File: config.mk
export PLATFORM = sky130hd
export DESIGN_NAME = pdu_cover_cmp
export DESIGN_NICKNAME = d
export VERILOG_FILES = /design/src/rtl/core/assert_macros.svh /design/src/rtl/core/pdu_pkg.sv /design/src/rtl/core/pdu_cover_cmp.sv
export SDC_FILE = /design/constraint.sdc
export NUM_CORES = 1
export LEC_CHECK = 0
export CAP_MARGIN = 20
export CORE_MARGIN = 1.5
export CORE_UTILIZATION = 55
export DETAILED_ROUTE_END_ITERATION = 12
export DONT_BUFFER_PORTS = 1
export PLACE_DENSITY_LB_ADDON = 0.25
export SETUP_SLACK_MARGIN = 0.15
export SLEW_MARGIN = 10
export SYNTH_ARGS = -nofsm -noshare
export SYNTH_HDL_FRONTEND = slang
export SYNTH_SLANG_ARGS = --single-unit
File: constraint.sdc
create_clock -name vclk -period 2.54
set_input_delay 0.508 -clock vclk [all_inputs]
set_output_delay 0.508 -clock vclk [all_outputs]
set_load 0.01 [all_outputs]
File: src/rtl/core/assert_macros.svh
// ---------------------------------------------------------------------------
// Assertion macros shared by the core RTL
// Clocked property checks with an active-low asynchronous reset.
// ---------------------------------------------------------------------------
`ifndef ASSERT_MACROS_SVH
`define ASSERT_MACROS_SVH

// Check that a property holds at every rising edge outside reset
`define PDU_ASSERT(lbl, clk, rstn, prop) \
  lbl: assert property (@(posedge clk) disable iff (!rstn) (prop)) \
    else $error("core assertion failed");

// Check that a condition never holds outside reset
`define PDU_NEVER(lbl, clk, rstn, cond) \
  `PDU_ASSERT(lbl, clk, rstn, !(cond))

`endif

File: src/rtl/core/pdu_pkg.sv
// ---------------------------------------------------------------------------
// pdu_pkg
// Types, constants and helpers of the packed nucleotide unpacker.
// ---------------------------------------------------------------------------
package pdu_pkg;

  // Block table capacities
  localparam int unsigned MaxNBlocks    = 64;
  localparam int unsigned MaxMaskBlocks = 64;

  // Table address and fill-count widths
  localparam int unsigned NAddrW = (MaxNBlocks > 1) ? $clog2(MaxNBlocks) : 1;
  localparam int unsigned MAddrW = (MaxMaskBlocks > 1) ? $clog2(MaxMaskBlocks) : 1;
  localparam int unsigned NCntW  = $clog2(MaxNBlocks + 1);
  localparam int unsigned MCntW  = $clog2(MaxMaskBlocks + 1);

  // Configuration port
  localparam int unsigned CfgIdxW = 2;
  localparam logic [CfgIdxW-1:0] CFG_REGION_START = 2'd0;
  localparam logic [CfgIdxW-1:0] CFG_REGION_END   = 2'd1;
  localparam logic [CfgIdxW-1:0] CFG_SOFT_MASK    = 2'd2;

  // Character constants
  localparam logic [6:0] CharN      = 7'h4E;
  localparam logic [6:0] CaseOffset = 7'd32;

  // Request commands
  typedef enum logic [1:0] {
    CMD_CLEAR    = 2'd0,
    CMD_ADD_N    = 2'd1,
    CMD_ADD_MASK = 2'd2,
    CMD_BYTE     = 2'd3
  } cmd_e;

  // One stored block: first position and one past the last
  typedef struct packed {
    logic [31:0] bstart;
    logic [32:0] bend;
  } blk_t;

  // Shared block compare unit: request and response
  typedef struct packed {
    logic [31:0] bstart;
    logic [32:0] bend;
    logic [32:0] pos;
  } cmp_req_t;

  typedef struct packed {
    logic passed;  // block ends at or before the position
    logic hit;     // block starts at or before the position
  } cmp_rsp_t;

  // Map a 2-bit base code to its upper-case letter
  function automatic logic [6:0] base_letter(input logic [1:0] code);
    logic [6:0] ch;
    unique case (code)
      2'd0:    ch = 7'h54;  // T
      2'd1:    ch = 7'h43;  // C
      2'd2:    ch = 7'h41;  // A
      default: ch = 7'h47;  // G
    endcase
    return ch;
  endfunction

endpackage

File: src/rtl/core/pdu_cover_cmp.sv
// ---------------------------------------------------------------------------
// pdu_cover_cmp
// Shared block compare unit: tests one stored block against a position.
// ---------------------------------------------------------------------------
module pdu_cover_cmp (
  input  pdu_pkg::cmp_req_t req_i,
  output pdu_pkg::cmp_rsp_t rsp_o
);

  // Block lies wholly behind the position: advance the cursor
  assign rsp_o.passed = (req_i.bend <= req_i.pos);

  // Block has begun at the position
  assign rsp_o.hit = ({1'b0, req_i.bstart} <= req_i.pos);

endmodule

==> results.md <==
* Diode insertion count for antenna repair at 0
* Final setup viols at 0
* Final HPWL DP at 3480 µm
* Combinational family with the most area after synthesis: adder cells
* Post-Synth Adder-Cell Area at between 50% and 60%
* Peak supply drop at between 0.09 and 0.1 mV
* Hold_ws at 1.34 ns
* WHS Endpoint: rsp_o[1]
* Source of the worst hold timing path: req_i[49]
* Post-detailed-routing wire length at 3820 µm
* Area contributors post-synth: sky130_fd_sc_hd__ha_1 53%, sky130_fd_sc_hd__inv_1 9.5%, sky130_fd_sc_hd__a21oi_1 7.1%
* Post-synth net total at 369
* Share of the clock period used by the worst path after layout at between 90% and 100%
* Area of all placed cells without fillers at roughly 0.0018 mm²
* Final worst setup slack at 0.109 ns
* Part of the Yosys area used for sequential elements at 0%
* Overall power consumption at 0.000268 W
* Mux cell area share after synthesis at 0%
* Number of top-level pins at 100
* Vias in the first global route at ~1600
* Antenna Violating Nets Remaining at 0
* Class of the tightest hold or removal check: primary input to primary output
* Worst Path Class, Setup: primary input to primary output
* Data arrival time of the critical path at 1.92 ns
* Sequential cell count of the final layout at 0
* Synth warn at 0
* Power density over cell area at about 150 mW/mm²
* Transition time at the pin with the least slew margin at roughly 0.33 ns
* Maximum number of pins on one net before global-route repair at 4
* Reported max-cap violation count at 0
* Number of remaining DRC errors at 0
* Xor/xnor cell area share of the yosys netlist at 0%
* Cells after synthesis at roughly 200
* RSZ-0062 raised after global routing: true
* Antenna violations before repair at 0
* Instance area at placement at about 0.0016 mm²
* Simple-gate portion of the synthesized area at around 17%
* Core Area at ~0.0027 mm²
* Most area-hungry cell type in the Yosys netlist: sky130_fd_sc_hd__ha_1
* Quantity of I/O buffers inserted on ports at 0
* Die ar. at between 0.003 and 0.004 mm²
* Outcome: finished, final reports clean
* Mean area per synthesized cell at about 7.5 µm²
* Final number of hold-violating endpoints at 0
* Type of origin of the critical path: primary input
* Global-route wire length before repair at between 6000 and 7000 µm
* Count of different cell masters after synthesis at 30
* Routed via count at between 1500 and 2000
* Final period demand of the worst path at about 2.4 ns
* Total count of max-transition violations in the final report at 0
* RePlAce Congestion at just under 0.8
* Maximum fanout along the worst path at 2
* Area added between synthesis and finish at 14.1%
* Vias per inst at 6.30
* Layout cells sized above 1 at roughly 14%
* Fin nets at around 370
* Clock buffers at 0
* Critical path capture point type: primary output
* P_leak at 0.936 nW
* Required time worst endpoint at 2.03 ns
* Synth Area in Compound Gates at between 20% and 30%
* Pre-CTS worst setup slack at -0.0181 ns
* DIE HEIGHT at approximately 56 µm
* Number of rows in the core area at 19
* Sequential standard cell area at 0 µm²
* Synthesized area at around 0.0015 mm²
* Cell count of the worst hold path at 3
* Starting DRC count in detailed routing at 32
* Die width at around 56 µm
* Initial standard-cell utilization of the core at between 50% and 60%
* GR Overflow Total at 0
* Detail-routed net length per standard cell at around 16 µm
* Number of iterations in the first detailed-routing pass at 4
* Portion of synthesized cell area occupied by the leading cell type at between 50% and 60%
* Overall global routing resource usage at a little under a quarter
* Highest clock rate at approximately 400 MHz
* Headroom to the max-slew limit at 77.7%
routing by layer:
layer,GRT usage (%),routed length (µm),up-vias
met5,0,0,-
met4,3.06,64,0
met3,2.79,212,8
met2,52.1,2200,56
met1,22.8,1340,680
li1,-,-,762
repair_timing:
item | 4_1_cts | 5_1_grt
setup endpoints to repair | 2 | 2
hold buffers | 0 | 0
gates resized for setup | 17 | 6
setup buffers | 1 | 0
pin swaps | 15 | 5
synthesized netlist by cell type:
| cell type | instances |
|---|---|
| sky130_fd_sc_hd__inv_1 | 39 |
| sky130_fd_sc_hd__a211oi_1 | 1 |
| sky130_fd_sc_hd__and2_1 | 1 |
| sky130_fd_sc_hd__nand3_1 | 6 |
| sky130_fd_sc_hd__o21ai_0 | 9 |
| sky130_fd_sc_hd__o21ai_1 | 1 |
| sky130_fd_sc_hd__a2111o_1 | 1 |
| sky130_fd_sc_hd__and3_1 | 3 |
| sky130_fd_sc_hd__nand2_1 | 17 |
| sky130_fd_sc_hd__nand4b_1 | 1 |
| sky130_fd_sc_hd__a21o_1 | 4 |
| sky130_fd_sc_hd__nor3_1 | 1 |
| sky130_fd_sc_hd__a221oi_1 | 2 |
| sky130_fd_sc_hd__nor2_1 | 5 |
| sky130_fd_sc_hd__a2111oi_0 | 1 |
| sky130_fd_sc_hd__and4_1 | 1 |
| sky130_fd_sc_hd__a21oi_2 | 2 |
| sky130_fd_sc_hd__o22ai_1 | 1 |
| sky130_fd_sc_hd__a221o_1 | 2 |
| sky130_fd_sc_hd__a41oi_1 | 1 |
| sky130_fd_sc_hd__nor4_1 | 3 |
| sky130_fd_sc_hd__nand3b_1 | 2 |
| sky130_fd_sc_hd__ha_1 | 65 |
| sky130_fd_sc_hd__nand4_1 | 9 |
| sky130_fd_sc_hd__o21bai_1 | 1 |
| sky130_fd_sc_hd__o211ai_1 | 1 |
| sky130_fd_sc_hd__nor2b_1 | 2 |
| sky130_fd_sc_hd__o221ai_2 | 1 |
| sky130_fd_sc_hd__nand2b_1 | 1 |
| sky130_fd_sc_hd__a21oi_1 | 22 |
cells in the final DEF, fill, tap and decap left out, drive strengths merged, types with 2 or more instances in the layout:
cell type	count
nand3b	2
nor2	5
nor4	3
buf	2
nor2b	2
ha	65
nand3	6
a21oi	24
nand2	17
and3	3
a221oi	2
o21ai	10
inv	39
nand4	9
a21o	4
a221o	2
how the worst max path moves through the flow:
| stage | startpoint | endpoint | slack (ns) |
|---|---|---|---|
| 2_1_floorplan | req_i[7] | rsp_o[1] | 0.15 |
| 3_3_place_gp | req_i[7] | rsp_o[1] | 0.04 |
| 3_5_place_dp | req_i[18] | rsp_o[0] | -0.02 |
| 4_1_cts | req_i[39] | rsp_o[1] | 0.09 |
| 5_1_grt | req_i[19] | rsp_o[1] | 0.02 |
| 6_report | req_i[19] | rsp_o[1] | 0.11 |
kinds of logic after synthesis:
kind of cell	Yosys count
buf+inv	39
fa+ha+maj	65
compound gates	50
simple gates	52
cell type report:
type | count | area, µm²
Fill cell | 255 | 946
Inverter | 39 | 156
Timing Repair Buffer | 2 | 15.0
Multi-Input combinational cell | 167 | 1550
Tap cell | 31 | 38.8
worst max-delay path, stage by stage:
cell and delay [ns]:
sky130_fd_sc_hd__inv_1 0.04, sky130_fd_sc_hd__ha_1 0.29, sky130_fd_sc_hd__and2_4 0.14, sky130_fd_sc_hd__a221o_1 0.34, sky130_fd_sc_hd__a221oi_2 0.28, sky130_fd_sc_hd__nand3_1 0.12, sky130_fd_sc_hd__o21ai_2 0.21
power breakdown:
part,internal (W),leakage (nW),switching (W),total (W)
registers,0,0,0,0
logic,0.000127,0.936,0.000141,0.000268
clock network,0,0,0,0
stage by stage:
| stage | TNS [ns] | utilization, % | instances |
|---|---|---|---|
| floorplan | 0 | - | 206 |
| global placement | 0 | 60.2 | 238 |
| detailed placement | -0.0181 | 60.2 | 238 |
| CTS | 0 | 63.9 | 239 |
| global route | 0 | 65.1 | 239 |
| finish | 0 | 65.1 | 239 |
Power figures use the tool's default switching activity.
